<file path="src/rtl/core/cst_pkg.sv">
// Package for the cardinal spline tessellator.
// Holds sizes, opcode codes and the structs used by the front, back and top level.
// No dependencies.
package cst_pkg;

   // Point store geometry.
   localparam int MAX_POINTS = 256;
   localparam int IDX_W      = $clog2(MAX_POINTS);
   localparam int CNT_W      = $clog2(MAX_POINTS + 1);

   // Coordinate and point widths.
   localparam int COORD_W = 24;
   localparam int POINT_W = 2 * COORD_W;
   localparam logic signed [COORD_W-1:0] COORD_MAX = 24'sh7FFFFF;
   localparam logic signed [COORD_W-1:0] COORD_MIN = -24'sh800000;

   // Samples per segment register.
   localparam int SL_W = 3;
   localparam logic [SL_W-1:0] SL_RESET = 3'd6;
   localparam logic [SL_W-1:0] SL_MAX   = 3'd6;
   localparam int K_W = 6;

   // Arithmetic widths of the sample evaluation.
   localparam int D_W    = COORD_W + 1;
   localparam int CA_W   = COORD_W + 4;
   localparam int CB_W   = COORD_W + 5;
   localparam int KSQ_W  = 2 * K_W;
   localparam int KCU_W  = 3 * K_W;
   localparam int MA_W   = CA_W + KCU_W + 1;
   localparam int MB_W   = CB_W + KSQ_W + 1;
   localparam int MC_W   = D_W + K_W + 1;
   localparam int SUM_W  = 52;
   localparam int SH_W   = 5;

   // Fetch sequence: four reads, the last read data lands in the following cycle.
   localparam logic [2:0] FETCH_LAST = 3'd4;

   // Command queue between front and back.
   localparam int CMD_DEPTH = 2;
   localparam int CMD_PTR_W = 1;
   localparam int CMD_CNT_W = 2;

   // Result queue in the back part.
   localparam int OUT_DEPTH = 8;
   localparam int OUT_PTR_W = 3;
   localparam int OUT_CNT_W = 4;

   typedef enum logic [1:0] {
      OP_START  = 2'd0,
      OP_APPEND = 2'd1,
      OP_EMIT   = 2'd2,
      OP_NONE   = 2'd3
   } opcode_type;

   // One segment to tessellate: the four store indexes, tangent flags and curve end flag.
   typedef struct packed {
      logic [IDX_W-1:0] idx_prev;
      logic [IDX_W-1:0] idx_a;
      logic [IDX_W-1:0] idx_b;
      logic [IDX_W-1:0] idx_next;
      logic             d0_zero;
      logic             d1_zero;
      logic             curve_last;
   } cmd_type;

   // Back part status seen by the front part.
   typedef struct packed {
      logic busy;
      logic queue_empty;
   } status_type;

   // One result item.
   typedef struct packed {
      logic [COORD_W-1:0] x;
      logic [COORD_W-1:0] y;
      logic               seg_end;
      logic               crv_end;
   } out_type;

endpackage

</file>
<file path="src/rtl/core/cst_front.sv">
// Front part: accepts input items, writes points into the store and turns
// emit items into segment commands. Depends on cst_pkg.
module cst_front (
   input  logic                          clock,
   input  logic                          reset,
   input  logic                          req_push,
   output logic                          req_full,
   input  logic [1:0]                    req_opcode,
   input  logic signed [cst_pkg::COORD_W-1:0] req_point_x,
   input  logic signed [cst_pkg::COORD_W-1:0] req_point_y,
   input  logic                          req_closed,
   input  cst_pkg::status_type           status,
   input  logic                          cmd_full,
   output logic                          cmd_push,
   output cst_pkg::cmd_type              cmd_data,
   output logic                          ram_wr_en,
   output logic [cst_pkg::IDX_W-1:0]     ram_wr_addr,
   output logic [cst_pkg::POINT_W-1:0]   ram_wr_data
);
   import cst_pkg::*;

   logic [CNT_W-1:0] count_ff, count_in;
   logic [CNT_W-1:0] next_ff, next_in;
   logic             closed_ff, closed_in;
   logic [CNT_W-1:0] segs, a_inc, b_ext, b_inc, bp1_ext, cnt_dec, a_dec;
   logic             accept, has_seg;
   opcode_type       op;

   assign op = opcode_type'(req_opcode);

   // Segment geometry of the next emit.
   always_comb begin
      if (closed_ff) begin
         segs = count_ff;
      end else if (count_ff >= CNT_W'(2)) begin
         segs = count_ff - CNT_W'(1);
      end else begin
         segs = '0;
      end
      has_seg = next_ff < segs;
      a_inc   = next_ff + CNT_W'(1);
      b_ext   = (a_inc >= count_ff) ? '0 : a_inc;
      b_inc   = b_ext + CNT_W'(1);
      bp1_ext = (b_inc >= count_ff) ? '0 : b_inc;
      cnt_dec = count_ff - CNT_W'(1);
      a_dec   = next_ff - CNT_W'(1);
      cmd_data.idx_a      = next_ff[IDX_W-1:0];
      cmd_data.idx_b      = b_ext[IDX_W-1:0];
      cmd_data.idx_next   = bp1_ext[IDX_W-1:0];
      cmd_data.idx_prev   = (next_ff == '0) ? cnt_dec[IDX_W-1:0] : a_dec[IDX_W-1:0];
      cmd_data.d0_zero    = !closed_ff && (next_ff == '0);
      cmd_data.d1_zero    = !closed_ff && (b_inc >= count_ff);
      cmd_data.curve_last = a_inc == segs;
   end

   // A start waits until the back part no longer reads the store.
   always_comb begin
      case (op)
         OP_START: req_full = status.busy || !status.queue_empty;
         OP_EMIT:  req_full = cmd_full;
         default:  req_full = 1'b0;
      endcase
   end

   assign accept      = req_push && !req_full;
   assign ram_wr_data = {req_point_x, req_point_y};

   // Classify the item and update the curve state.
   always_comb begin
      count_in    = count_ff;
      next_in     = next_ff;
      closed_in   = closed_ff;
      ram_wr_en   = 1'b0;
      ram_wr_addr = '0;
      cmd_push    = 1'b0;
      if (accept) begin
         case (op)
            OP_START: begin
               ram_wr_en = 1'b1;
               count_in  = CNT_W'(1);
               next_in   = '0;
               closed_in = req_closed;
            end
            OP_APPEND: begin
               if (count_ff < CNT_W'(MAX_POINTS)) begin
                  ram_wr_en   = 1'b1;
                  ram_wr_addr = count_ff[IDX_W-1:0];
                  count_in    = count_ff + CNT_W'(1);
               end
            end
            OP_EMIT: begin
               if (has_seg) begin
                  cmd_push = 1'b1;
                  next_in  = a_inc;
               end
            end
            default: begin
            end
         endcase
      end
   end

   always_ff @(posedge clock) begin
      if (reset) begin
         count_ff  <= '0;
         next_ff   <= '0;
         closed_ff <= 1'b0;
      end else begin
         count_ff  <= count_in;
         next_ff   <= next_in;
         closed_ff <= closed_in;
      end
   end
endmodule

</file>
<file path="config.mk">
export PLATFORM = sky130hd
export DESIGN_NAME = cst_front
export DESIGN_NICKNAME = d
export VERILOG_FILES = /design/src/rtl/core/cst_pkg.sv /design/src/rtl/core/cst_front.sv
export SDC_FILE = /design/constraint.sdc
export NUM_CORES = 1
export LEC_CHECK = 0
export BUFFER_PORTS_ARGS = -buffer_cell sky130_fd_sc_hd__buf_4
export CORE_ASPECT_RATIO = 1.4
export CORE_UTILIZATION = 40
export DETAILED_ROUTE_END_ITERATION = 16
export PLACE_DENSITY_LB_ADDON = 0.3
export SLEW_MARGIN = 5
export SYNTH_ARGS = -nofsm -noshare
export SYNTH_HDL_FRONTEND = slang
export SYNTH_SLANG_ARGS = --single-unit
</file>
<file path="constraint.sdc">
create_clock -name clock -period 6.02 [get_ports clock]
set_input_delay 0.301 -clock clock [delete_from_list [all_inputs] [get_ports clock]]
set_output_delay 0.301 -clock clock [all_outputs]
set_load 0.02 [all_outputs]
</file>
==> impl_metrics.toml, run 1 <==
[status]
status = "finished clean"

[global_routing]
overflow = 0
antenna_found_initial = 0
grt_max_degree = 25
grt_pass1_wl_um = 13000
grtUsageTotal_pct = 21.4
grt_pass1_vias = 2587

[setup_path]
r2r_cells = 12
crit_required_ns = 5.72
critical_path_arrival_ns = 5.13
r2r_setup_slack_ns = 2.06
cp-start-kind = "flop"
worstSetupPathType = "flop to output pin"
timing.rr.end = "next_ff[1]"
rr_startpoint = "count_ff[0]"
end_kind = "output pin"
path_max_fanout = 24

[yosys]
ys_ff_latch = 19
synth-xor-area-share_pct = 10.4
synthArstFlopShare_pct = 0
synthAdderAreaFrac_pct = 13.2
synth.area.mux_share_pct = 2.69
yosysSeqAreaShare_pct = 12.6
synth_area_um2 = 3020
synth_edf_count = 0
synthFlopType = "dfxtp_1"
yosys.area_share.simple_pct = 25.7
synth_nets = 504
ys_types = 48
synth-warning-count = 0
synthCells = 415
synth_top_family_by_area = "simple AND/OR/NAND/NOR gates"
avgSynthCellArea_um2 = 7.28
synth-compound-area-share_pct = 15.6

[placed_design]
hpwl_um = 6550
pre_cts_ws_ns = 0.681
io_buffers = 54
postPlaceCellArea_um2 = 3040
dp.cells = 490
place_congestion = 0.904

[timing]
slew_viol_final = 0
finalSetupTns_ns = 0
max_freq_mhz = 184
relSlewSlack_pct = 32.9
fin_ws_ns = 0.584
worst_pin_slew_ns = 0.998
hold_viol = 0
setup_viol = 0
finalCritPeriodShare_pct = 90.3
layout_min_cycle_time_ns = 5.44
hold-worst-slack_ns = 0.271
finalClockSkew_ns = 0.00619
grt_setup_unrepaired = "no"

[clocking]
cts_sinks = 19
hold_buffers = 0
cts_resized = 0
clockBufferDepth = 2
clk_latency_ns = 0.27
cts_tree = "done"
clk_pin_slew_ns = 0.09
postCtsSetupBuffers = 0
h-tree-depth = 1
cts_root_buf = "clkbuf_8"
numCtsBuffers = 3

[floorplan]
pin_count = 151
fp.dieW_um = 75.5
rows = 37
core_area_um2 = 7310
dieArea_um2 = 7910
die_h_um = 105
initial_core_util_pct = 41.3

[job]
drv_cap = 0

[power_and_ir_drop]
peakVddDrop_mv = 0.0699
p_leak_nw = 1.38
powerDensity_nw_per_um2 = 99.5

[min_path]
worstHoldEndpoint = "closed_ff"
hold_class = "input pin to flop"
hold_path_startpoint = "req_closed"
min_path_cells = 3

[layout]
ff_latch_area_um2 = 382
diodes = 0
drive_above_1_share_pct = 17.6
n_fill_cell = 823
area_growth_pct = 2.36
multi_input_area_um2 = 2050
fin_nets = 487
fin_cells = 494
final_cell_area_um2 = 3090
layout_common_cells = "buf_4, nor2_1, ha_1"
layout_commonest_cell = "buf_4"

[detailed_routing]
firstDrtPassIters = 4
antenna_left = 0
dr_total_vias = 2679
drt-initial-drc-count = 198
route.detailed.drc = 0
wirelength_um = 8200
wl_per_cell_um = 16.6
avgViaCountPerCell = 5.42
[worst max-delay path by stage]
stage                     startpoint      endpoint  slack, ns  depth (start not counted)
after floorplan           next_ff[3]  cmd_data[10]       0.89                         20
after global placement    next_ff[0]   cmd_data[8]       0.84                         19
after detailed placement  next_ff[0]   cmd_data[5]       0.68                         19
after CTS                 next_ff[0]   cmd_data[5]       0.37                         19
after global routing      next_ff[2]  cmd_data[10]       0.02                         19
final                     next_ff[2]   cmd_data[5]       0.58                         17
[synth_stat cells (3+ instances only)]
library cell / count / area [um2]
buf_4: 56 / 420
nor2_1: 47 / 176
ha_1: 32 / 400
xnor2_1: 30 / 263
nor3_1: 25 / 125
a21oi_1: 22 / 110
dfxtp_1: 19 / 380
inv_1: 19 / 71.3
clkbuf_1: 17 / 63.8
o21ai_0: 17 / 85.1
nand2_1: 16 / 60.1
nand2b_1: 16 / 100
nand3_1: 10 / 50.1
a211oi_1: 9 / 67.6
a21o_1: 7 / 52.6
mux2i_1: 7 / 70.1
or4_1: 7 / 52.6
nor4_1: 6 / 37.5
xor2_1: 6 / 52.6
nand4_1: 4 / 25.0
or2_2: 4 / 25.0
a31oi_1: 3 / 18.8
o31ai_1: 3 / 22.5
[state kept, by name, indices dropped and copies added, names as in the netlist]
register	cells
closed_ff	1
count_ff	9
next_ff	9
[cell families after synthesis]
logic type / Yosys count
xor+xnor: 36
simple gates: 148
buf+inv: 98
flops: 19
mux: 8
compound gates: 74
fa+ha+maj: 32
[cell type report]
class | instances | share of cell area [%]
multi-input cells | 298 | 66.4
repair buffers | 55 | 13.3
flip-flops and latches | 19 | 12.3
well taps | 97 | 3.92
inverters | 21 | 2.55
clock buffers | 4 | 1.46
[critical path, stage by stage, from the launching register on]
cell      delay (ns)
dfxtp_1         0.63
nand3_1         0.24
nor3_1          0.26
xnor2_1         0.27
inv_1           0.20
ha_1            0.34
nand3_1         0.09
o31ai_1         0.25
a21o_1          0.61
nor2_1          0.15
ha_1            0.32
nand2b_1        0.13
a21o_1          0.17
a21oi_1         0.13
o21ai_0         0.10
a2111o_1        0.54
a211oi_1        0.26
buf_4           0.19
[power breakdown]
| part | internal [W] | switching (W) | total, W |
|---|---|---|---|
| Sequential | 0.000126 | 0.00000254 | 0.000129 |
| Combinational | 0.0000327 | 0.0000484 | 0.0000811 |
| Clock | 0.0000473 | 0.0000507 | 0.0000980 |
[routing by layer]
metal | part of all wire [%] | global-route usage (%) | wire [um] | up-vias
met5 | 0 | 0 | 0 | -
met3 | 3.9 | 2.31 | 320 | 20
met2 | 52 | 38.1 | 4280 | 57
li1 | - | - | - | 1344
met4 | 2.6 | 8.33 | 214 | 0
met1 | 41 | 25.3 | 3380 | 1258
[through the flow]
stage                     power [W]  utilization, %
after CTS                  0.000311            42.2
after floorplan            0.000232               -
final                      0.000308            42.3
after global placement     0.000212            41.6
after detailed placement   0.000213            41.6
after global routing       0.000321            42.3
(Power assumes the default switching activity.)
==> inputs of run 2 (changes only) <==
- PLACE_DENSITY: unset -> 0.77
- PLACE_DENSITY_LB_ADDON: 0.3 -> unset
- RECOVER_POWER: unset -> 50
==> run 2 against run 1 <==
  * First-iteration DRC count increased by 42%
  * Highest routed layer unchanged
  * Combinational power is 0.9% higher
  * Sequential cell count is the same
  * Non-clock buffer count did not move
  * Largest power group unchanged
  * Core utilization shrank 0.36 points
  * Critical endpoint is now cmd_data[8]
  * Sequential power about the same
  * Worst hold slack better by 0.013 ns
  * Total power shrank 2.1%
  * Cell count is the same
  * Via count rose by 4.6%
  * Worst setup slack worse by 0.17 ns
  * Clock power shrank 7.6%
==> impl_metrics.toml, run 2 (same netlist as run 1, synthesis figures left out) <==
[status]
status = "finished clean"

[setup_path]
critical_path_arrival_ns = 5.30
worstSetupPathType = "flop to output pin"
crit_required_ns = 5.72
path_cells = "nand3_1 -> nor2_1 -> xnor2_1 -> inv_1 -> ha_1 -> nand3_1 -> nor2_1 -> a211oi_1 -> o31ai_1 -> a21o_1 -> nor2_1 -> ha_1 -> nand2b_1 -> a21o_1 -> a21oi_1 -> o21ai_0 -> a2111o_1 -> a211oi_1 -> buf_4"
crit_top_cell = "nor2_1"
r2r_setup_slack_ns = 1.94
cp_slowest_cell = "dfxtp_1"
cp_slowest_stage_delay_ns = 0.63
r2r_cells = 12
timing.rr.end = "next_ff[1]"
end_kind = "output pin"
path_buf_inv = 2
path_max_fanout = 24
path_delay_family = "compound AO/OA/AOI/OAI gates"
cp-start-kind = "flop"
rr_startpoint = "count_ff[0]"

[power_and_ir_drop]
seqPwrFrac_pct = 42.8
pwr-share-clk_pct = 30.1
finalPower_w = 0.000301
netSwitchingPower_w = 0.0000957
combPwrFrac_pct = 27.1
swShare_pct = 31.7
powerDensity_nw_per_um2 = 98.3
p_leak_nw = 1.35
intPower_w = 0.000206
peakVddDrop_mv = 0.0617

[clocking]
h-tree-depth = 1
cts_root_buf = "clkbuf_8"
numCtsBuffers = 3
hold_buffers = 0
postCtsSetupBuffers = 0
clk_latency_ns = 0.25
clockBufferDepth = 2
clk_pin_slew_ns = 0.08
cts_tree = "done"
cts_sinks = 19
cts_resized = 0

[floorplan]
die_h_um = 105
rows = 37
pin_count = 151
initial_core_util_pct = 41.3
dieArea_um2 = 7910
core_area_um2 = 7310
fp.dieW_um = 75.5

[detailed_routing]
firstDrtPassIters = 4
dr_total_vias = 2803
wl_per_cell_um = 17.2
avgViaCountPerCell = 5.67
drt-initial-drc-count = 281
route.detailed.drc = 0
wirelength_um = 8490
antenna_left = 0

[timing]
worst_pin_slew_ns = 1.26
setup_viol = 0
finalClockSkew_ns = 0.00345
finalCritPeriodShare_pct = 93.1
hold_viol = 0
layout_min_cycle_time_ns = 5.60
grt_setup_unrepaired = "no"
relSlewSlack_pct = 15.2
fin_ws_ns = 0.417
max_freq_mhz = 178
finalSetupTns_ns = 0
slew_viol_final = 0

[min_path]
worstHoldEndpoint = "closed_ff"
hold_class = "input pin to flop"
hold_path_startpoint = "req_closed"
min_path_cells = 3

[global_routing]
grt_max_degree = 25
grt_pass1_wl_um = 13700
antenna_found_initial = 0
grt_pass1_vias = 2784
grtUsageTotal_pct = 22.3
overflow = 0

[placed_design]
pre_cts_ws_ns = 0.585
place_congestion = 0.928
hpwl_um = 6780
io_buffers = 54

[layout]
layout_commonest_cell = "buf_4"
n_fill_cell = 802
layout_common_cells = "buf_4, nor2_1, ha_1"
largest_registers = "count_ff: 9 flops, next_ff: 9 flops, closed_ff: 1 flops"
multi_input_area_um2 = 2050
area_growth_pct = 1.49
fin_nets = 487
ff_latch_area_um2 = 382
drive_above_1_share_pct = 15.9
diodes = 0

[job]
drv_cap = 0
==> run 2: worst reg2reg max path, stage by stage (launching register included) <==
cell,delay (ns)
dfxtp_1,0.61
inv_1,0.20
ha_1,0.24
nor2_1,0.35
nand2_1,0.21
a21boi_0,0.44
ha_1,0.34
a21o_1,0.18
a21oi_1,0.13
nor2b_1,0.07
o311a_1,0.45
nor2_1,0.37
mux2_2,0.38
==> run 2: area by class of cell <==
type,instances,area share (%)
multi-input cells,298,67.0
flip-flops and latches,19,12.4
repair buffers,55,12.6
inverters,21,2.57
well taps,97,3.96
clock buffers,4,1.47
==> run 2: worst max path at each step <==
stage,startpoint,end,depth (start not counted)
floorplan,next_ff[3],cmd_data[10],20
global placement,next_ff[0],cmd_data[9],19
detailed placement,next_ff[0],cmd_data[5],19
CTS,next_ff[0],cmd_data[5],19
global route,next_ff[2],cmd_data[7],19
finish,next_ff[2],cmd_data[8],19
==> run 2: power by group through the flow <==
stage / Sequential (W) / Combinational, W / Clock, W
final: 0.000129 / 0.0000818 / 0.0000906
after global routing: 0.000129 / 0.0000893 / 0.0000976
after CTS: 0.000129 / 0.0000814 / 0.0000931
after detailed placement: 0.000132 / 0.0000811 / 0
after global placement: 0.000132 / 0.0000800 / 0
after floorplan: 0.000130 / 0.000102 / 0
==> run 2: metal layers <==
| layer | global-route usage, % | vias up | part of all wire [%] |
|---|---|---|---|
| met1 | 24.6 | 1285 | 38 |
| met4 | 17.7 | 0 | 7.2 |
| met2 | 37.4 | 105 | 50 |
| li1 | - | 1352 | - |
| met3 | 2.12 | 61 | 4.7 |
| met5 | 0 | - | 0 |
==> run 2: stage by stage <==
step / hold slack, ns / instances / instance area [um2] / util (%)
after floorplan: 0.448 / 415 / 3020 / -
after global placement: 0.531 / 490 / 3040 / 41.6
after detailed placement: 0.543 / 490 / 3040 / 41.6
after CTS: 0.284 / 494 / 3090 / 42.2
after global routing: 0.306 / 494 / 3070 / 41.9
final: 0.284 / 494 / 3070 / 41.9
