### src/rtl/core/cst_pkg.sv
// Package for the cardinal spline tessellator.
// Holds sizes, opcode codes and the structs used by the front, back and top level.
// No dependencies.
package cst_pkg;

   // Point store geometry.
   localparam int MAX_POINTS = 256;
   localparam int IDX_W      = $clog2(MAX_POINTS);
   localparam int CNT_W      = $clog2(MAX_POINTS + 1);

   // Coordinate and point widths.
   localparam int COORD_W = 24;
   localparam int POINT_W = 2 * COORD_W;
   localparam logic signed [COORD_W-1:0] COORD_MAX = 24'sh7FFFFF;
   localparam logic signed [COORD_W-1:0] COORD_MIN = -24'sh800000;

   // Samples per segment register.
   localparam int SL_W = 3;
   localparam logic [SL_W-1:0] SL_RESET = 3'd6;
   localparam logic [SL_W-1:0] SL_MAX   = 3'd6;
   localparam int K_W = 6;

   // Arithmetic widths of the sample evaluation.
   localparam int D_W    = COORD_W + 1;
   localparam int CA_W   = COORD_W + 4;
   localparam int CB_W   = COORD_W + 5;
   localparam int KSQ_W  = 2 * K_W;
   localparam int KCU_W  = 3 * K_W;
   localparam int MA_W   = CA_W + KCU_W + 1;
   localparam int MB_W   = CB_W + KSQ_W + 1;
   localparam int MC_W   = D_W + K_W + 1;
   localparam int SUM_W  = 52;
   localparam int SH_W   = 5;

   // Fetch sequence: four reads, the last read data lands in the following cycle.
   localparam logic [2:0] FETCH_LAST = 3'd4;

   // Command queue between front and back.
   localparam int CMD_DEPTH = 2;
   localparam int CMD_PTR_W = 1;
   localparam int CMD_CNT_W = 2;

   // Result queue in the back part.
   localparam int OUT_DEPTH = 8;
   localparam int OUT_PTR_W = 3;
   localparam int OUT_CNT_W = 4;

   typedef enum logic [1:0] {
      OP_START  = 2'd0,
      OP_APPEND = 2'd1,
      OP_EMIT   = 2'd2,
      OP_NONE   = 2'd3
   } opcode_type;

   // One segment to tessellate: the four store indexes, tangent flags and curve end flag.
   typedef struct packed {
      logic [IDX_W-1:0] idx_prev;
      logic [IDX_W-1:0] idx_a;
      logic [IDX_W-1:0] idx_b;
      logic [IDX_W-1:0] idx_next;
      logic             d0_zero;
      logic             d1_zero;
      logic             curve_last;
   } cmd_type;

   // Back part status seen by the front part.
   typedef struct packed {
      logic busy;
      logic queue_empty;
   } status_type;

   // One result item.
   typedef struct packed {
      logic [COORD_W-1:0] x;
      logic [COORD_W-1:0] y;
      logic               seg_end;
      logic               crv_end;
   } out_type;

endpackage

### src/rtl/core/cst_cmd_fifo.sv
// Short queue of segment commands between the front and back parts.
// Depends on cst_pkg.
module cst_cmd_fifo (
   input  logic             clock,
   input  logic             reset,
   input  logic             push,
   input  cst_pkg::cmd_type data_in,
   output logic             full,
   input  logic             pop,
   output cst_pkg::cmd_type data_out,
   output logic             empty
);
   import cst_pkg::*;

   cmd_type              entry_ff [CMD_DEPTH];
   logic [CMD_PTR_W-1:0] wr_ptr_ff, rd_ptr_ff;
   logic [CMD_CNT_W-1:0] cnt_ff, cnt_in;
   logic                 do_push, do_pop;

   assign full     = cnt_ff == CMD_CNT_W'(CMD_DEPTH);
   assign empty    = cnt_ff == '0;
   assign do_push  = push && !full;
   assign do_pop   = pop && !empty;
   assign data_out = entry_ff[rd_ptr_ff];
   assign cnt_in   = cnt_ff + CMD_CNT_W'(do_push) - CMD_CNT_W'(do_pop);

   // Pointers and fill count.
   always_ff @(posedge clock) begin
      if (reset) begin
         wr_ptr_ff <= '0;
         rd_ptr_ff <= '0;
         cnt_ff    <= '0;
      end else begin
         if (do_push) begin
            wr_ptr_ff <= wr_ptr_ff + CMD_PTR_W'(1);
         end
         if (do_pop) begin
            rd_ptr_ff <= rd_ptr_ff + CMD_PTR_W'(1);
         end
         cnt_ff <= cnt_in;
      end
   end

   // Entry storage.
   always_ff @(posedge clock) begin
      if (do_push) begin
         entry_ff[wr_ptr_ff] <= data_in;
      end
   end
endmodule

### config.mk
export PLATFORM = sky130hd
export DESIGN_NAME = cst_cmd_fifo
export DESIGN_NICKNAME = d
export VERILOG_FILES = /design/src/rtl/core/cst_pkg.sv /design/src/rtl/core/cst_cmd_fifo.sv
export SDC_FILE = /design/constraint.sdc
export NUM_CORES = 1
export LEC_CHECK = 0
export BUFFER_PORTS_ARGS = -buffer_cell sky130_fd_sc_hd__buf_2
export CAP_MARGIN = 30
export CORE_UTILIZATION = 51
export DETAILED_ROUTE_END_ITERATION = 12
export PLACE_DENSITY = 0.76
export SETUP_SLACK_MARGIN = 0.2
export SYNTH_ARGS = -nofsm -noshare
export SYNTH_HDL_FRONTEND = slang
export SYNTH_SLANG_ARGS = --single-unit
### constraint.sdc
create_clock -name clock -period 2.6 [get_ports clock]
set_input_delay 0.13 -clock clock [delete_from_list [all_inputs] [get_ports clock]]
set_output_delay 0.13 -clock clock [all_outputs]
set_load 0.01 [all_outputs]
==> results of run 1 <==
kinds of logic (layout without fill, tap and decap cells):
family,after synthesis,after routing
multiplexers,35,35
flip-flops,75,75
XOR/XNOR,2,2
buffers and inverters,8,132
AND/OR/NAND/NOR,11,11
AO/OA/AOI/OAI,3,3
adder cells (fa/ha/maj),2,2
sequential cells by signal, indices dropped and copies added (netlist names), named ones only:
register   flops
rd_ptr_ff      1
wr_ptr_ff      1
entry_ff      70
cnt_ff         2
how the worst max path moves through the flow:
stage / end / slack [ps]
2_1_floorplan: entry_ff[0][0] / 650
3_3_place_gp: entry_ff[0][2] / 810
3_5_place_dp: entry_ff[0][8] / 780
4_1_cts: entry_ff[0][28] / 780
5_1_grt: entry_ff[0][4] / 690
6_report: entry_ff[0][28] / 790
what timing repair did:
item / CTS / global route
hold buffers: 35 / 0
setup buffers: 0 / 0
setup endpoints to repair: 0 / 0
hold endpoints to repair: 70 / 0
power groups by stage:
stage | logic, uW | registers, uW | clock network, uW
2_1_floorplan | 596 | 1600 | 0
3_3_place_gp | 897 | 1610 | 0
3_5_place_dp | 898 | 1620 | 0
4_1_cts | 945 | 1590 | 934
5_1_grt | 1020 | 1610 | 983
6_report | 934 | 1590 | 917
synth_stat cells:
| library cell | number |
|---|---|
| nand2_1 | 1 |
| o21a_1 | 1 |
| ha_1 | 2 |
| nor2_1 | 4 |
| and3_2 | 1 |
| xnor2_1 | 1 |
| nand2b_2 | 1 |
| nor3_1 | 1 |
| mux2_2 | 35 |
| xor2_1 | 1 |
| a21oi_1 | 1 |
| and2_1 | 1 |
| or3_1 | 1 |
| dfxtp_1 | 5 |
| buf_4 | 3 |
| inv_2 | 1 |
| nor2b_1 | 1 |
| buf_2 | 1 |
| inv_1 | 3 |
| o21ai_0 | 1 |
| edfxtp_1 | 70 |
final cells by class:
cell class	instances	area [um2]	share of cell area, %
flip-flops and latches	75	2202	58.28
repair buffers	112	753.2	19.93
multi-input cells	53	513.0	13.58
clock buffers	10	127.6	3.377
well taps	70	87.58	2.318
clock inverters	6	80.08	2.119
inverters	4	15.01	0.3974
worst max-delay path: stages, from the launching register on:
cell and delay [ps]:
dfxtp_1 370, nand2b_2 160, inv_2 40, or3_1 320, inv_1 370, buf_12 250
metal layers:
metal	wire, um	up-vias	global-route usage, %
li1	-	759	-
met2	2443	49	30.06
met1	1899	735	18.57
met4	73	0	8.642
met3	212	9	5.026
met5	0	-	0
through the flow:
stage	utilization [%]	setup WS, ps	cell area (um2)
after floorplan	-	650.2	2758
after global placement	62.26	806.6	3221
after detailed placement	62.26	781.4	3221
after CTS	73.05	779.0	3779
after global routing	73.05	691.8	3779
final	73.05	793.6	3779
==> flow_summary.ini, run 1 <==
[logic_synthesis]
synthMuxAreaShare_pct = 14.29
ys_seq_area_share_pct = 79.85
synthXorXnorAreaFrac_pct = 0.6352
synth_area_per_cell_um2 = 20.28
synth_cell_types = 21
synth-compound-area-share_pct = 0.6352
ys_warn_count = 0
synth_top_family_by_area = multiplexers
synthAdderAreaFrac_pct = 0.9074
synthSimpleGateAreaFrac_pct = 2.132
synthCells = 136
yosys-top-cells-area = edfxtp_1 76%, mux2_2 14%, dfxtp_1 3.6%
synth_nets = 177
ys_ff_latch = 75
synth_top_area_cell = edfxtp_1
yosysTopAreaCellShare_pct = 76.23
syn-cell-area_um2 = 2758

[power]
clock_power_share_pct = 26.6
total_power_uw = 3441
internal_power_uw = 2535
peakVddDrop_mv = 0.7086
p_per_area_nw_per_um2 = 910.8
switching_share_pct = 26.35
switchingPower_uw = 906.7
power.leakage_uw = 0.001462
combPwrFrac_pct = 27.2
p_seq_share_pct = 46.2

[worst_setup_path]
r2r_slack_ps = 790
arrival_ps = 1840
crit_start = cnt_ff[0]
end_kind = flop
rr_startpoint = cnt_ff[0]
crit_fanout = 25
reg2reg_to = entry_ff[0][28]
worstRegToRegCells = 5
startpoint_type = flop
critPathKind = reg2reg
worstPathRequired_ps = 2630

[min_path]
min_to = cnt_ff[0]
holdCritStartpoint = reset
holdPathStages = 2
hold_class = in2reg

[detailed_routing]
wire_per_inst_um = 14.02
antenna_left = 0
drc_errors = 0
routed_via_density = 4.703
vias = 1552
wl_um = 4628
drt_iter0_markers = 66
drt_pre_antenna_iters = 4

[clocking]
cts_resized = 0
clock_path_buffers = 2
clock_sink_count = 75
path_clk_slew_ps = 70
cts_tree = built
clk_latency_ps = 330
cts_buffers = 9
h-tree-depth = 3
cts-root-buf = clkbuf_8

[timing]
period_needed_ps = 1806
relSlewSlack_pct = 44.57
rsz0062_at_grt = false
finalSetupTns_ps = 0
max_freq_ghz = 0.5536
clock_skew_ps = 6.975
hold_slack_ps = 29.32
hold_viol = 0
min_period_over_period_pct = 69.48
setup_viol = 0
finalMaxSlewViolations = 0
worstMarginPinSlew_ps = 831.4

[global_route]
grt_use_total_pct = 16.98
grt_remaining_overflow = 0
grt_pass1_wl_um = 6589
antenna_found_initial = 0
grt_pass1_vias = 1505
grt_max_degree = 36

[final_layout]
layout_common_cells = 75 x buf_2, 70 x edfxtp_1, 35 x mux2_2, 35 x dlygate4sd3_1, 9 x clkbuf_8
num-fill-cells = 313
layout_commonest_cell = buf_2
final_cells = 330
drive_gt1_share_pct = 49.23
fin_nets = 296
syn_to_final_growth_pct = 37.02
diodes = 0

[placement]
hpwl_um = 2768
gp_congestion = 0.6562
io_buffers = 75
place_inst = 279

[outcome]
outcome = finished clean

[job]
drv_cap = 0

[die]
dieHeight_um = 75.54
pin_count = 76
coreArea_um2 = 5172
die_w_um = 75.54
dieArea_um2 = 5706
start_util_pct = 53.31
fp-row-count = 26
(Power assumes the default switching activity.)
==> run 2: changes to the inputs <==
--- a/config.mk
+++ b/config.mk
@@ -7,9 +7,9 @@
 export LEC_CHECK = 0
 export BUFFER_PORTS_ARGS = -buffer_cell sky130_fd_sc_hd__buf_2
 export CAP_MARGIN = 30
-export CORE_UTILIZATION = 51
+export CORE_UTILIZATION = 46
 export DETAILED_ROUTE_END_ITERATION = 12
-export PLACE_DENSITY = 0.76
+export PLACE_DENSITY = 0.72
 export SETUP_SLACK_MARGIN = 0.2
 export SYNTH_ARGS = -nofsm -noshare
 export SYNTH_HDL_FRONTEND = slang
==> constraint.sdc (replaced) <==
create_clock -name clock -period 1.6 [get_ports clock]
set_input_delay 0.08 -clock clock [delete_from_list [all_inputs] [get_ports clock]]
set_output_delay 0.08 -clock clock [all_outputs]
set_load 0.01 [all_outputs]
==> run 2 against run 1 <==
Final cell count rose by 5.5%; sequential share of layout area fell by 8.8 points; core utilization rose by 6.1 points; first-iteration DRC count rose by 61%; count of clock-buffer cells in the layout fell by 1; clock skew barely moved; clock power rose by 62%; sequential power rose by 67%; worst setup slack got worse by 740 ps; largest power group is now combinational cells.
==> flow_summary.ini, run 2 (same netlist as run 1, synthesis figures left out) <==
[timing]
hold_slack_ps = 166.5
clock_skew_ps = 6.714
period_needed_ps = 1542
worstMarginPinSlew_ps = 254.6
max_freq_ghz = 0.6483
relSlewSlack_pct = 83.03
min_period_over_period_pct = 96.40
setup_viol = 0
hold_viol = 0
finalMaxSlewViolations = 0
rsz0062_at_grt = true

[clocking]
cts_tree = built
cts_buffers = 9
path_clk_slew_ps = 70
clk_latency_ps = 330
cts-root-buf = clkbuf_8
h-tree-depth = 3
clock_sink_count = 75
clock_path_buffers = 2

[die]
pin_count = 76
dieArea_um2 = 6308
die_w_um = 79.43
fp-row-count = 27
dieHeight_um = 79.43
start_util_pct = 48.88
coreArea_um2 = 5642

[final_layout]
reg_top3 = entry_ff (70), cnt_ff (2)
largest_reg_flops = 70
syn_to_final_growth_pct = 61.89
num-fill-cells = 303
largest-register = entry_ff
diodes = 0
drive_gt1_share_pct = 53.62
finalInstanceArea_um2 = 4464
layout_commonest_cell = edfxtp_1
layout_common_cells = 70 x edfxtp_1, 40 x buf_2, 38 x buf_6
fin_nets = 312

[power]
p_per_area_nw_per_um2 = 1557
switching_share_pct = 26.39
internal_power_uw = 5118
peakVddDrop_mv = 1.019
p_seq_share_pct = 38.2
power.leakage_uw = 0.001794
clock_power_share_pct = 21.4
combPwrFrac_pct = 40.4
switchingPower_uw = 1835

[worst_setup_path]
arrival_ps = 1460
startpoint_type = flop
rr_startpoint = cnt_ff[1]
worstRegToRegCells = 7
worstPathRequired_ps = 1520
reg2reg_to = cnt_ff[1]
critPathKind = reg2out
end_kind = output port
crit_chain = buf_12 -> buf_16 -> mux2_4 -> buf_6
slowest_delay_ps = 430
path_buf_inv = 3
r2r_slack_ps = 70
crit_family = flip-flops
crit_fanout = 7
cp_slowest_cell = dfxtp_4

[detailed_routing]
drc_errors = 0
wl_um = 6082
drt_pre_antenna_iters = 4
wire_per_inst_um = 17.48
vias = 1695
drt_iter0_markers = 106
antenna_left = 0
routed_via_density = 4.871

[placement]
hpwl_um = 3123
gp_congestion = 0.7016
io_buffers = 75
placed_cell_area_um2 = 3309

[min_path]
min_to = wr_ptr_ff
hold_class = in2reg
holdPathStages = 4
holdCritStartpoint = push

[job]
drv_cap = 0

[global_route]
grt_pass1_wl_um = 8335
grt_use_total_pct = 18.76
antenna_found_initial = 0
grt_max_degree = 30
grt_remaining_overflow = 0
grt_pass1_vias = 1724

[outcome]
outcome = finished clean
[run 2: changes by cell type in the layout (fill, tap and decap cells not counted), moves of 3 or more]
cell,change
buf_12,+4
buf_16,+3
buf_2,-35
buf_6,+38
clkbuf_16,+3
dfxtp_1,-3
mux2_2,-35
mux2_4,+35
[run 2: what timing repair did]
action                     CTS  global route
setup endpoints to repair   71            84
hold endpoints to repair    75             0
pin swaps                    0             1
gates cloned                 3             4
setup buffers                2             2
hold buffers                36             0
gates resized for setup     32            55
[run 2: power by group through the flow]
stage	clock network (uW)	registers (uW)	logic (uW)
2_1_floorplan	0	2620	996
3_3_place_gp	0	2630	1580
3_5_place_dp	0	2650	1590
4_1_cts	1510	2630	2170
5_1_grt	1590	2680	2960
6_report	1490	2660	2810
[run 2: tightest hold or removal path, cell delays in order]
cell and delay [ps]:
buf_2 110, inv_1 60, or3_4 130, a21oi_1 60
[run 2: final cells by class]
cell class	count	area (um2)	share of cell area [%]
sequential	75	2211	49.52
clock buffer	9	123.9	2.775
clock inverter	7	82.58	1.850
timing repair buffer	128	1276	28.59
tap	72	90.09	2.018
inverter	4	21.27	0.4765
multi-input combinational	53	659.4	14.77
[run 2: through the flow]
stage	worst slack (ps)	instances	TNS, ps	power [uW]	utilization [%]
global placement	121.0	285	0	4211	58.66
finish	57.57	348	0	6953	79.13
global route	-9.841	348	-9.841	7231	79.13
detailed placement	43.15	285	0	4240	58.66
CTS	55.38	342	0	6305	73.03
floorplan	2.714	136	0	3612	-
[run 2: layer usage]
metal / up-vias / track usage, % / part of all wire, %
met3: 8 / 5.029 / 5.2
met5: - / 0 / 0
met2: 80 / 34.02 / 56
met4: 0 / 10.00 / 1.2
met1: 808 / 19.58 / 38
li1: 799 / - / -
[run 2: worst max path at each step]
stage	endpoint	slack, ps	depth (start not counted)
6_report	data_out[19]	60	4
3_5_place_dp	cnt_ff[1]	40	7
2_1_floorplan	entry_ff[0][0]	3	4
5_1_grt	cnt_ff[1]	-10	7
3_3_place_gp	cnt_ff[1]	120	7
4_1_cts	cnt_ff[1]	60	7
==> run 3: changes to the inputs <==
--- a/config.mk
+++ b/config.mk
@@ -7,9 +7,9 @@
 export LEC_CHECK = 0
 export BUFFER_PORTS_ARGS = -buffer_cell sky130_fd_sc_hd__buf_2
 export CAP_MARGIN = 30
-export CORE_UTILIZATION = 46
+export CORE_UTILIZATION = 55
 export DETAILED_ROUTE_END_ITERATION = 12
-export PLACE_DENSITY = 0.72
+export PLACE_DENSITY = 0.81
 export SETUP_SLACK_MARGIN = 0.2
 export SYNTH_ARGS = -nofsm -noshare
 export SYNTH_HDL_FRONTEND = slang
==> constraint.sdc (replaced) <==
create_clock -name clock -period 1.8 [get_ports clock]
set_input_delay 0.09 -clock clock [delete_from_list [all_inputs] [get_ports clock]]
set_output_delay 0.09 -clock clock [all_outputs]
set_load 0.01 [all_outputs]
==> run 3 against run 2 <==
Final area shrank 15%; worst hold slack improved by 12 ps; power fell by 31%; count of clock-buffer cells in the layout did not move; largest power group is now registers; highest routed layer unchanged.
==> flow_summary.ini, run 3 (same netlist as run 1, synthesis figures left out) <==
[timing]
max_freq_ghz = 0.6494
hold_slack_ps = 179.0
clock_skew_ps = 9.053
rsz0062_at_grt = true
worstMarginPinSlew_ps = 241.7
period_needed_ps = 1540
relSlewSlack_pct = 83.89
finalMaxSlewViolations = 0
finalSetupTns_ps = 0
setup_viol = 0
min_period_over_period_pct = 85.54
hold_viol = 0

[die]
dieArea_um2 = 5301
pin_count = 76
start_util_pct = 57.62
fp-row-count = 25
dieHeight_um = 72.81
coreArea_um2 = 4786
die_w_um = 72.81

[power]
peakVddDrop_mv = 0.7494
power.leakage_uw = 0.001463
p_per_area_nw_per_um2 = 1261

[clocking]
path_clk_slew_ps = 70
clk_latency_ps = 340
h-tree-depth = 3
clock_sink_count = 75
cts_buffers = 9
cts_tree = built
postCtsSetupRepairBufs = 0
clock_path_buffers = 2
cts-root-buf = clkbuf_8

[final_layout]
fin_util_pct = 79.29
layout_common_cells = 75 x buf_2, 70 x edfxtp_1, 36 x dlygate4sd3_1
largest_reg_flops = 70
reg_top3 = entry_ff (70), cnt_ff (2)
drive_gt1_share_pct = 51.33
num-fill-cells = 266
layout_commonest_cell = buf_2
fin_nets = 299
syn_to_final_growth_pct = 37.61
largest-register = entry_ff
diodes = 0

[detailed_routing]
wire_per_inst_um = 14.51
drc_errors = 0
wl_um = 4787
drt_pre_antenna_iters = 3
drt_iter0_markers = 76
vias = 1587
antenna_left = 0
routed_via_density = 4.809

[job]
drv_cap = 0

[placement]
hpwl_um = 2904
gp_congestion = 0.6705
io_buffers = 75

[worst_setup_path]
worstRegToRegCells = 7
rr_startpoint = cnt_ff[1]
reg2reg_to = cnt_ff[1]
startpoint_type = flop
arrival_ps = 1790
crit_fanout = 5
critPathKind = reg2reg
worstPathRequired_ps = 2050
r2r_slack_ps = 260
end_kind = flop

[outcome]
outcome = finished clean

[global_route]
grt_remaining_overflow = 0
grt_pass1_vias = 1617
grt_max_degree = 36
antenna_found_initial = 0
grt_pass1_wl_um = 7120
grt_use_total_pct = 19.54

[min_path]
min_to = rd_ptr_ff
holdCritStartpoint = pop
holdPathStages = 4
hold_class = in2reg
-- run 3: layout make-up --
class | instances | area (um2) | area share [%]
sequential | 75 | 2207 | 58.16
timing repair buffer | 115 | 803.3 | 21.17
multi-input combinational | 53 | 523.0 | 13.78
clock buffer | 9 | 123.9 | 3.264
tap | 67 | 83.83 | 2.209
clock inverter | 7 | 35.03 | 0.9232
inverter | 4 | 18.77 | 0.4946
-- run 3: per-stage QoR --
stage	area (um2)	power, uW	setup WS [ps]	instances
detailed placement	3272	3721	224.2	278
global placement	3272	3686	286.9	278
CTS	3791	4823	220.0	330
finish	3795	4786	260.2	330
global route	3795	5020	177.7	330
floorplan	2773	3202	201.0	136
-- run 3: worst max-delay path, cell delays in order, from the launching register on --
cell     delay, ps
dfxtp_4        370
o21a_1         200
ha_1           280
inv_1           40
ha_1           170
xor2_1         140
and2_1         150
nor3_1         110
-- run 3: where the power goes --
part | switching [uW] | total [uW] | internal (uW)
registers | 86.6 | 2320 | 2230
logic | 695 | 1420 | 728
clock network | 565 | 1050 | 480
total | 1350 | 4790 | 3440
-- run 3: what timing repair did --
action	CTS	global route
endpoints found under the setup margin	0	1
resized for setup	0	2
hold buffers	36	0
endpoints found under the hold margin	75	0
-- run 3: worst max path at each step --
stage | from | to | slack, ps | cells after the start
3_5_place_dp | cnt_ff[1] | cnt_ff[1] | 220 | 7
4_1_cts | cnt_ff[1] | cnt_ff[1] | 220 | 7
6_report | cnt_ff[1] | cnt_ff[1] | 260 | 7
2_1_floorplan | cnt_ff[0] | entry_ff[0][0] | 200 | 4
5_1_grt | cnt_ff[0] | cnt_ff[1] | 180 | 8
3_3_place_gp | cnt_ff[1] | cnt_ff[1] | 290 | 7
-- run 3: routing by layer --
| metal | share of wire, % | vias to the layer above | global-route usage, % | routed length [um] |
|---|---|---|---|---|
| met2 | 55 | 48 | 36.14 | 2623 |
| met1 | 39 | 764 | 19.03 | 1856 |
| met5 | 0 | - | 0 | 0 |
| li1 | - | 765 | - | - |
| met3 | 4.0 | 10 | 5.110 | 193 |
| met4 | 2.4 | 0 | 12.85 | 114 |
